==> src/hw/rtl/bb3_pkg.sv <==
// bb3_pkg: shared constants, types and divisor codes for the 3x3 RGB box blur.
// No dependencies; imported by the interfaces, the divider, the top level and the checker.
`timescale 1ns / 1ps

package bb3_pkg;

  localparam int MAX_WIDTH   = 2048;
  localparam int COL_W       = $clog2(MAX_WIDTH);
  localparam int ROW_W       = 12;
  localparam int CFG_W       = 12;
  localparam int CH_W        = 8;
  localparam int WIN_W       = CH_W + 2;
  localparam int SUM_W       = CH_W + 4;
  localparam int PADDR_W     = 3;
  localparam int PDATA_W     = 32;

  localparam int RECIP_W     = 13;
  localparam int RECIP_SHIFT = 15;
  localparam logic [RECIP_W-1:0] RECIP_6 = RECIP_W'(5462);
  localparam logic [RECIP_W-1:0] RECIP_9 = RECIP_W'(3641);

  localparam logic [CFG_W-1:0] WIDTH_RESET  = CFG_W'(640);
  localparam logic [CFG_W-1:0] HEIGHT_RESET = CFG_W'(480);

  typedef enum logic [1:0] {
    DIV4,
    DIV6,
    DIV9
  } div_code_t;

  typedef struct packed {
    logic [CH_W-1:0] red;
    logic [CH_W-1:0] green;
    logic [CH_W-1:0] blue;
  } pixel_t;

endpackage

==> src/hw/rtl/bb3_rdiv.sv <==
// bb3_rdiv: rounded division of a window sum by 4, 6 or 9 (halves round up).
// Reciprocal multiply for 6 and 9, shift for 4. Depends on bb3_pkg.
`timescale 1ns / 1ps

module bb3_rdiv (
  input  logic [bb3_pkg::SUM_W-1:0] sum,
  input  bb3_pkg::div_code_t        code,
  output logic [bb3_pkg::CH_W-1:0]  quo
);
  import bb3_pkg::*;

  localparam int PROD_W = SUM_W + RECIP_W;

  logic [SUM_W-1:0]   half;
  logic [RECIP_W-1:0] recip;
  logic [SUM_W-1:0]   x;
  logic [PROD_W-1:0]  prod;

  always_comb begin
    half  = SUM_W'(2);
    recip = '0;
    case (code)
      DIV4: begin
        half  = SUM_W'(2);
      end
      DIV6: begin
        half  = SUM_W'(3);
        recip = RECIP_6;
      end
      DIV9: begin
        half  = SUM_W'(4);
        recip = RECIP_9;
      end
      default: begin
        half  = SUM_W'(2);
      end
    endcase
    x    = sum + half;
    prod = PROD_W'(x) * PROD_W'(recip);
    if (code == DIV4) begin
      quo = x[CH_W+1:2];
    end else begin
      quo = prod[RECIP_SHIFT +: CH_W];
    end
  end

endmodule

==> config.mk <==
export PLATFORM = sky130hd
export DESIGN_NAME = bb3_rdiv
export DESIGN_NICKNAME = d
export VERILOG_FILES = /design/src/hw/rtl/bb3_pkg.sv /design/src/hw/rtl/bb3_rdiv.sv
export SDC_FILE = /design/constraint.sdc
export NUM_CORES = 1
export LEC_CHECK = 0
export BUFFER_PORTS_ARGS = -buffer_cell sky130_fd_sc_hd__buf_4
export CAP_MARGIN = 10
export CORE_ASPECT_RATIO = 1.25
export CORE_MARGIN = 3
export CORE_UTILIZATION = 55
export DETAILED_ROUTE_END_ITERATION = 8
export PLACE_DENSITY = 0.85
export SYNTH_ARGS = -nofsm -noshare
export SYNTH_HDL_FRONTEND = slang
export SYNTH_SLANG_ARGS = --single-unit
export TNS_END_PERCENT = 10
==> constraint.sdc <==
create_clock -name vclk -period 11.2
set_clock_uncertainty 0.2 [all_clocks]
set_input_delay 2.24 -clock vclk [all_inputs]
set_output_delay 2.24 -clock vclk [all_outputs]
set_load 0.02 [all_outputs]
## After elaboration in Yosys (flattened, before gate mapping)

Index checks and enable logic that the tools add are counted.

- Register bits: 0
- Input bits: 14
- Logic and storage cells: 8

- $add $sub $neg: 1
- Multiply operators: 1
- Eq/ne operators: 2
- Muxes and demuxes: 3
- Reduce and logical (&&, ||, !) cells: 1

Operators with widths:

| cell | count |
|---|---|
| 13-bit case mux with 2 select lines | 1 |
| 12-bit by 13-bit multiplier with 23-bit output | 1 |
| 12-bit adder | 1 |
| 8-bit two-way mux | 1 |
| 3-bit case mux with 2 select lines | 1 |
| 2-bit by 1-bit equality test with 1-bit output, second input constant | 1 |
| 2-bit equality test, second input constant | 1 |
| 2-bit logical NOT | 1 |

## Logic depth before layout (Yosys ltp)

Gate-level depths: netlist of run 1.

- Word-level depth: 5
- Depth in mapped cells: 28

## Worst setup path before layout of run 1

OpenSTA, ideal clock, no wires.

- Path type: input port to output port
- From: input port code[0]
- To: output port quo[5] (netlist bit)
- Data arrival time: 8605 ps
- Required time: 8760 ps
- Slack: 155 ps
- Stages on the path: 26
- Buffers on the path: 1
- Cells stage by stage: inv_1 > ha_1 > clkbuf_1 > inv_1 > ha_1 > a21o_1 > a21oi_2 > nor2_1 > xnor2_1 > nor2b_1 > inv_1 > fa_1 > inv_1 > fa_1 > fa_1 > fa_1 > inv_1 > fa_1 > inv_1 > ha_1 > a211oi_1 > nor2_1 > o31ai_2 > o211ai_1 > and4_1 > a211oi_1

- Longest elaborated chain between the ends: 5
- Elaborated cells on any way between the ends: 8
- Classes of those cells: 1 x add/sub; 1 x mul; 2 x eq/ne; 3 x mux; 1 x reduce/logical

Ends and longest elaborated chain:

| element | RTL line | RTL |
|---|---|---|
| start: declaration | bb3_rdiv.sv:7 | `input bb3_pkg::div_code_t code,` |
| 2-bit equality test or 2-bit by 1-bit equality test with 1-bit output (tied branches) | bb3_rdiv.sv:22 | `case (code)` |
| 3-bit case mux with 2 select lines | bb3_rdiv.sv:22 |  |
| 12-bit adder | bb3_rdiv.sv:38 | `x = sum + half;` |
| 12-bit by 13-bit multiplier with 23-bit output | bb3_rdiv.sv:39 | `prod = PROD_W'(x) * PROD_W'(recip);` |
| 8-bit two-way mux (*) | bb3_rdiv.sv:40 | `if (code == DIV4) begin` |
| end: declaration | bb3_rdiv.sv:8 | `output logic [bb3_pkg::CH_W-1:0] quo` |

Mark *: on every way between the ends. The rest lies on a longest branch, timed or not.

## Worst setup path in the final report of run 1

- From: input port code[1]
- To: output port quo[5] (netlist bit)

Same word-level chain as after synthesis.

==> out/metrics.cfg, run 1 <==
[critical_path]
worst-setup-path-type = primary input to output port
critPathMaxStageDelay_ns = 0.62
cp.arrival_ns = 8.64
endpoint_kind = output port
start_kind = primary input
crit_path_frequent_cell = inv_1
crit_slowest_cell = fa_1
cp.required_ns = 8.76
cp_max_fo = 4

[cells_and_area]
layout.nets = 695
area_growth_pct = 14.1
regArea_um2 = 0
post-route-util_pct = 65.2
design_area_mm2 = 0.00485
drive_above_1_share_pct = 16.9
n_clock_buffer = 0
antenna_cells = 0
final.fill_count = 585
n_sequential_cell = 0
layoutNonFillerInstCount = 620

[sta]
fmax_ghz = 0.0902
post-route-period-util_pct = 99.0
tightest_slew_ns = 0.481
fin_tns_setup_ns = 0
slew_headroom_pct = 67.7
hold_viol_final = 0
final.setup.worst_slack_ns = 0.117
drv_slew = 0
finalSetupViolCount = 0
hold_slack_ns = 4.86
fin_crit_ns = 11.08

[global_routing]
grt_max_degree = 16
grt_first_pass_wirelength_mm = 17.6
grt.busiest_layer = met2
grt_pass1_vias = 3630
antenna_found_initial = 0
grtUsageMet1_pct = 31.1
use_met3_pct = 1.74
grt_remaining_overflow = 0
grt_usage_pct = 25.0
met2_usage_pct = 46.5

[outcome]
status = complete, no violations

[logic_synthesis]
syn-num-nets = 657
syn_area_mm2 = 0.00426
synth.most_common_cell = inv_1
synth_cell_type_count = 48
ys_top_cells_by_count = inv_1, fa_1, ha_1, nand2_1, nor2_1
synth_top_cell_area_share_pct = 40.0
synthTopCellsByArea = fa_1, ha_1, inv_1
synthCells = 492
synth.largest_area_cell = fa_1
avgSynthCellArea_um2 = 8.65
synth_seq_area_share_pct = 0
synth_warnings = 0

[clock_network]
hold_buffers = 0

[die]
die_x_um = 84.7
core_area_mm2 = 0.00744
initial_utilization_pct = 57.2
ioPinCount = 22
die-area_mm2 = 0.00883
num_rows = 35
fp.dieH_um = 104

[detailed_routing]
routedWlPerCell_um = 18.1
wl_mm = 11.2
dr.pass1.iters = 5
drt_iter0_markers = 213
postRouteAntennaNets = 0
drc_errors = 0
vias = 3435
viasPerCell = 5.54

[pwr]
p_leak_nw = 2.68
power.density_mw_per_mm2 = 204
total_power_mw = 0.990
max-vdd-ir-drop_mv = 0.323

[place]
gp_congestion = 0.990
dp_cells = 616
portBuffers = 22
dp_slack_ns = -0.0297
dp_hpwl_mm = 9.62
place_area_mm2 = 0.00462

[flow_run]
cap_violations = 0

[hold_path]
min_path_type = primary input to output port

==> per-layer routing <==
layer	up-vias	wire length [um]
met1	1670	4220
met3	30	620
met2	153	5960
met5	-	0
met4	0	415
li1	1582	-
==> critical path, delay by kind of cell <==
kind                       cells  cell delay (ns)
adders and majority gates      9             3.67
AOI/OAI and AO/OA              5             1.04
buffers and inverters         10             0.87
and+or+nand+nor                4             0.54
xor gates and xnor gates       1             0.26
==> timing repair <==
item | CTS | global route
resized for setup | 6 | 39
cloned | 0 | 0
pin swaps | 0 | 14
buffers inserted | 1 | 3
setup endpoints to repair | 3 | 8
==> kinds of logic after synthesis <==
kind of cell / Yosys count / share of synthesized area (%)
buf+inv: 160 / 14.3
fa+ha+maj: 151 / 59.4
compound gates: 59 / 9.73
simple gates: 100 / 11.7
mux: 2 / 0.500
xor+xnor: 20 / 4.29
==> report_power, final <==
| part | total, mW | internal, mW | switching, mW |
|---|---|---|---|
| logic | 0.990 | 0.403 | 0.587 |
| registers | 0 | 0 | 0 |
| clock network | 0 | 0 | 0 |
==> final timing paths <==
kind | from | endpoint | slack (ns) | depth (start not counted)
setup / recovery | code[1] | quo[5] | 0.12 | 29
hold / removal | sum[4] | quo[2] | 4.86 | 4
==> layout by cell type (no fill, tap or decap), types with 6 or more instances in the layout <==
cell type,n
nor2_1,23
a21oi_1,18
nand2b_1,7
inv_1,154
xnor2_2,6
ha_1,60
xnor2_1,11
and2_1,6
nand2_1,26
fa_1,81
nor2b_1,7
buf_4,40
==> cell type report <==
class | instances | area (um^2) | area share (%)
Multi-Input combinational cell | 332 | 3850 | 79.4
Inverter | 156 | 586 | 12.1
Timing Repair Buffer | 40 | 300 | 6.19
Tap cell | 92 | 115 | 2.37
Note: power is estimated with default switching activity, not from simulation.
==> inputs of run 2 (changes only) <==
--- a/config.mk
+++ b/config.mk
@@ -5,6 +5,7 @@
 export SDC_FILE = /design/constraint.sdc
 export NUM_CORES = 1
 export LEC_CHECK = 0
+export ABC_AREA = 1
 export BUFFER_PORTS_ARGS = -buffer_cell sky130_fd_sc_hd__buf_4
 export CAP_MARGIN = 10
 export CORE_ASPECT_RATIO = 1.25
==> run 2 against run 1 <==
Compared with the run above:
- worst setup slack better by 0.16 ns
- first-iteration DRC count grew 71%
- final cell count up 13%
- combinational power decreased by 12%
- count of clock-buffer cells in the layout unchanged
- sequential cell count stayed put
- area after synthesis is 2.9% higher
- die area is 2.7% higher
- via count increased by 7.3%
- critical endpoint is now quo[4]
- largest power group unchanged
- highest routed layer unchanged
==> out/metrics.cfg, run 2 <==
[flow_run]
cap_violations = 0

[logic_synthesis]
synth_warnings = 0
synth_top_cell_area_share_pct = 38.9
synth_seq_area_share_pct = 0
avgSynthCellArea_um2 = 7.50
synth_cell_type_count = 30
syn_area_mm2 = 0.00438
ys_top_cells_by_count = inv_1, nand2_1, fa_1, ha_1, nor2_1
synth.largest_area_cell = fa_1
synthCells = 584
synthTopCellsByArea = fa_1, ha_1, inv_1
synth.most_common_cell = inv_1
syn-num-nets = 749

[pwr]
p_leak_nw = 2.88
total_power_mw = 0.872
max-vdd-ir-drop_mv = 0.261
power.density_mw_per_mm2 = 183

[die]
die-area_mm2 = 0.00908
fp.dieH_um = 106
die_x_um = 85.8
core_area_mm2 = 0.00758
ioPinCount = 22
initial_utilization_pct = 57.8
num_rows = 35

[cells_and_area]
n_clock_buffer = 0
mostFrequentLayoutCell = inv_1
layout.nets = 776
layout_common_cells = inv_1, nand2_1, fa_1, ha_1, nor2_1
n_sequential_cell = 0
area_growth_pct = 8.57
antenna_cells = 0
post-route-util_pct = 62.8
regArea_um2 = 0
design_area_mm2 = 0.00475
drive_above_1_share_pct = 9.36

[global_routing]
antenna_found_initial = 0
grt_pass1_vias = 3912
grt_max_degree = 12
grt_first_pass_wirelength_mm = 19.0
grt_usage_pct = 26.8
grt_remaining_overflow = 0

[detailed_routing]
postRouteAntennaNets = 0
routedWlPerCell_um = 16.2
drc_errors = 0
drt_iter0_markers = 364
dr.pass1.iters = 5
vias = 3685
wl_mm = 11.3
viasPerCell = 5.26

[place]
dp_slack_ns = 0.177
place_area_mm2 = 0.00469
gp_congestion = 0.942
portBuffers = 22
dp_hpwl_mm = 10.4

[critical_path]
cp.arrival_ns = 8.48
critPathMaxStageDelay_ns = 0.55
crit_path_frequent_cell = inv_1
endpoint_kind = output port
cp_top_family = adder cells
worst-setup-path-type = primary input to output port
crit_slowest_cell = fa_1
cp.required_ns = 8.76
start_kind = primary input
cp_max_fo = 4
crit_buf_inv = 10

[sta]
drv_slew = 0
post-route-period-util_pct = 97.5
finalSetupViolCount = 0
hold_viol_final = 0
fin_crit_ns = 10.92
tightest_slew_ns = 0.454
rsz0062_at_grt = true
fmax_ghz = 0.0916
slew_headroom_pct = 69.6
final.setup.worst_slack_ns = 0.282

[hold_path]
min_path_type = primary input to output port

[outcome]
status = complete, no violations

run 2: area by class of cell:
cell class | count | area, um^2
inverter | 194 | 728
fill | 657 | 2820
timing repair buffer | 27 | 203
multi-input combinational | 388 | 3710
tap | 92 | 115
run 2: kinds of logic after synthesis:
kind of cell | Yosys count | share of synthesized area [%]
simple gates | 195 | 19.5
xor+xnor | 7 | 1.40
fa+ha+maj | 151 | 57.7
buf+inv | 196 | 16.9
compound gates | 35 | 4.54
run 2: per-layer routing:
metal | routed length (um) | track usage (%)
met5 | 0 | 0
met4 | 372 | 5.32
met3 | 573 | 1.88
met2 | 5850 | 48.6
met1 | 4540 | 34.8
run 2: per-stage QoR:
stage / TNS (ns) / cells / hold WS (ns)
detailed placement: 0 / 701 / 4.82
CTS: 0 / 701 / 4.82
floorplan: 0 / 584 / 4.59
global placement: 0 / 701 / 4.81
finish: 0 / 701 / 4.79
global route: -0.174 / 701 / 4.81
run 2: worst paths after layout:
kind    start     end  cells after the start
max   code[1]  quo[4]                     31
min    sum[9]  quo[7]                      4
run 2: power by group:
part / total, mW / internal (mW) / switching [mW]
clock network: 0 / 0 / 0
logic: 0.872 / 0.319 / 0.552
registers: 0 / 0 / 0
total: 0.872 / 0.319 / 0.552
run 2: worst min-delay path: stages:
cell	delay [ns]
buf_4	0.12
xor2_4	0.12
o21ai_1	0.13
buf_4	0.14
run 2: what timing repair did:
item,in CTS,in global routing
gates resized for setup,0,14
setup buffers,0,0
endpoints found under the hold margin,0,0
setup endpoints to repair,0,7
hold buffers,0,0
==> inputs of run 3 (changes only) <==
--- a/config.mk
+++ b/config.mk
@@ -8,7 +8,6 @@
 export ABC_AREA = 1
 export BUFFER_PORTS_ARGS = -buffer_cell sky130_fd_sc_hd__buf_4
 export CAP_MARGIN = 10
-export CORE_ASPECT_RATIO = 1.25
 export CORE_MARGIN = 3
 export CORE_UTILIZATION = 55
 export DETAILED_ROUTE_END_ITERATION = 8
==> run 3 against run 2 <==
Compared with the run above:
- routed wire length grew 5.3%
- cell area increased by 1.4%
- via count up 3.9%
- core utilization rose by 1.6 points
- combinational power up 3.0%
- worst setup slack improved by 0.0097 ns
- sequential share of layout area stayed put
- non-clock buffer count grew 3
- critical path depth grew 2
- die area hardly changed
- maximum frequency hardly changed
- worst hold slack better by 0.029 ns
==> out/metrics.cfg, run 3 (synthesis gave the netlist of run 2 again) <==
[die]
ioPinCount = 22
fp.dieH_um = 95.2
initial_utilization_pct = 58.5
die_x_um = 95.2
die-area_mm2 = 0.00907
num_rows = 31
core_area_mm2 = 0.00749

[place]
dp_slack_ns = 0.0145
dp_hpwl_mm = 11.0
portBuffers = 22
gp_congestion = 1.03

[cells_and_area]
n_clock_buffer = 0
antenna_cells = 0
regArea_um2 = 0
final.fill_count = 598
layout_common_cells = inv_1, nand2_1, fa_1, ha_1, nor2_1
n_sequential_cell = 0
area_growth_pct = 10.1
layout.nets = 779
drive_above_1_share_pct = 10.9
mostFrequentLayoutCell = inv_1

[detailed_routing]
viasPerCell = 5.38
drc_errors = 0
postRouteAntennaNets = 0
routedWlPerCell_um = 16.8
vias = 3827
drt_iter0_markers = 379
dr.pass1.iters = 5
wl_mm = 11.9

[pwr]
total_power_mw = 0.898
power.density_mw_per_mm2 = 186
p_leak_nw = 2.89
max-vdd-ir-drop_mv = 0.236

[critical_path]
cp.arrival_ns = 8.47
worst-setup-path-type = primary input to output port
critPathMaxStageDelay_ns = 0.55
cp_max_fo = 4
cp_top_family = adder cells
crit_buf_inv = 10
endpoint_kind = output port
crit_slowest_cell = fa_1
start_kind = primary input
cp.required_ns = 8.76

[sta]
fmax_ghz = 0.0917
fin_crit_ns = 10.91
slew_headroom_pct = 65.8
post-route-period-util_pct = 97.4
drv_slew = 0
finalSetupViolCount = 0
final.setup.worst_slack_ns = 0.291
fin_tns_setup_ns = 0
tightest_slew_ns = 0.511
hold_viol_final = 0

[global_routing]
grt_pass1_vias = 4039
grt_usage_pct = 28.6
antenna_found_initial = 0
grt_first_pass_wirelength_mm = 19.7
grt_remaining_overflow = 0
grt_max_degree = 12

[hold_path]
min_path_type = primary input to output port

[flow_run]
cap_violations = 0

[clock_network]
hold_buffers = 0

[outcome]
status = complete, no violations

run 3: power breakdown:
part           switching, mW  total [mW]  leakage (nW)  internal [mW]
Combinational          0.568       0.898          2.89          0.330
Sequential                 0           0             0              0
Clock                      0           0             0              0
run 3: cell type report:
type | count | area (um^2) | area share (%)
multi-input cells | 388 | 3740 | 77.7
repair buffers | 30 | 225 | 4.67
inverters | 194 | 728 | 15.1
well taps | 99 | 124 | 2.57
run 3: timing repair:
action	4_1_cts	5_1_grt
pin swaps	0	10
cloned	0	0
endpoints found under the setup margin	1	8
hold endpoints to repair	0	0
buffers inserted	0	4
gates resized for setup	1	22
run 3: metal layers:
metal	vias up	track usage (%)	wire (um)
met2	179	49.4	5840
met4	0	10.1	577
met1	1836	37.0	4670
met3	39	3.31	848
li1	1773	-	-
met5	-	0	0
run 3: tightest hold or removal path: stages:
cell     delay, ns
buf_4         0.08
inv_1         0.05
nand2_1       0.08
nand3_1       0.11
nand2_1       0.09
buf_4         0.13
run 3: per-stage QoR:
step                      cells  util, %  cell area, um^2  hold slack, ns
after floorplan             584        -             4380            4.59
after detailed placement    707     62.6             4690            4.82
after global routing        711     64.4             4820            4.86
after CTS                   707     62.7             4690            4.80
after global placement      707     62.6             4690            4.82
final                       711     64.4             4820            4.82
run 3: worst paths after layout:
| path | start | end | slack, ns | cells past startpoint |
|---|---|---|---|---|
| max | code[0] | quo[1] | 0.29 | 33 |
| min | sum[7] | quo[5] | 4.82 | 6 |
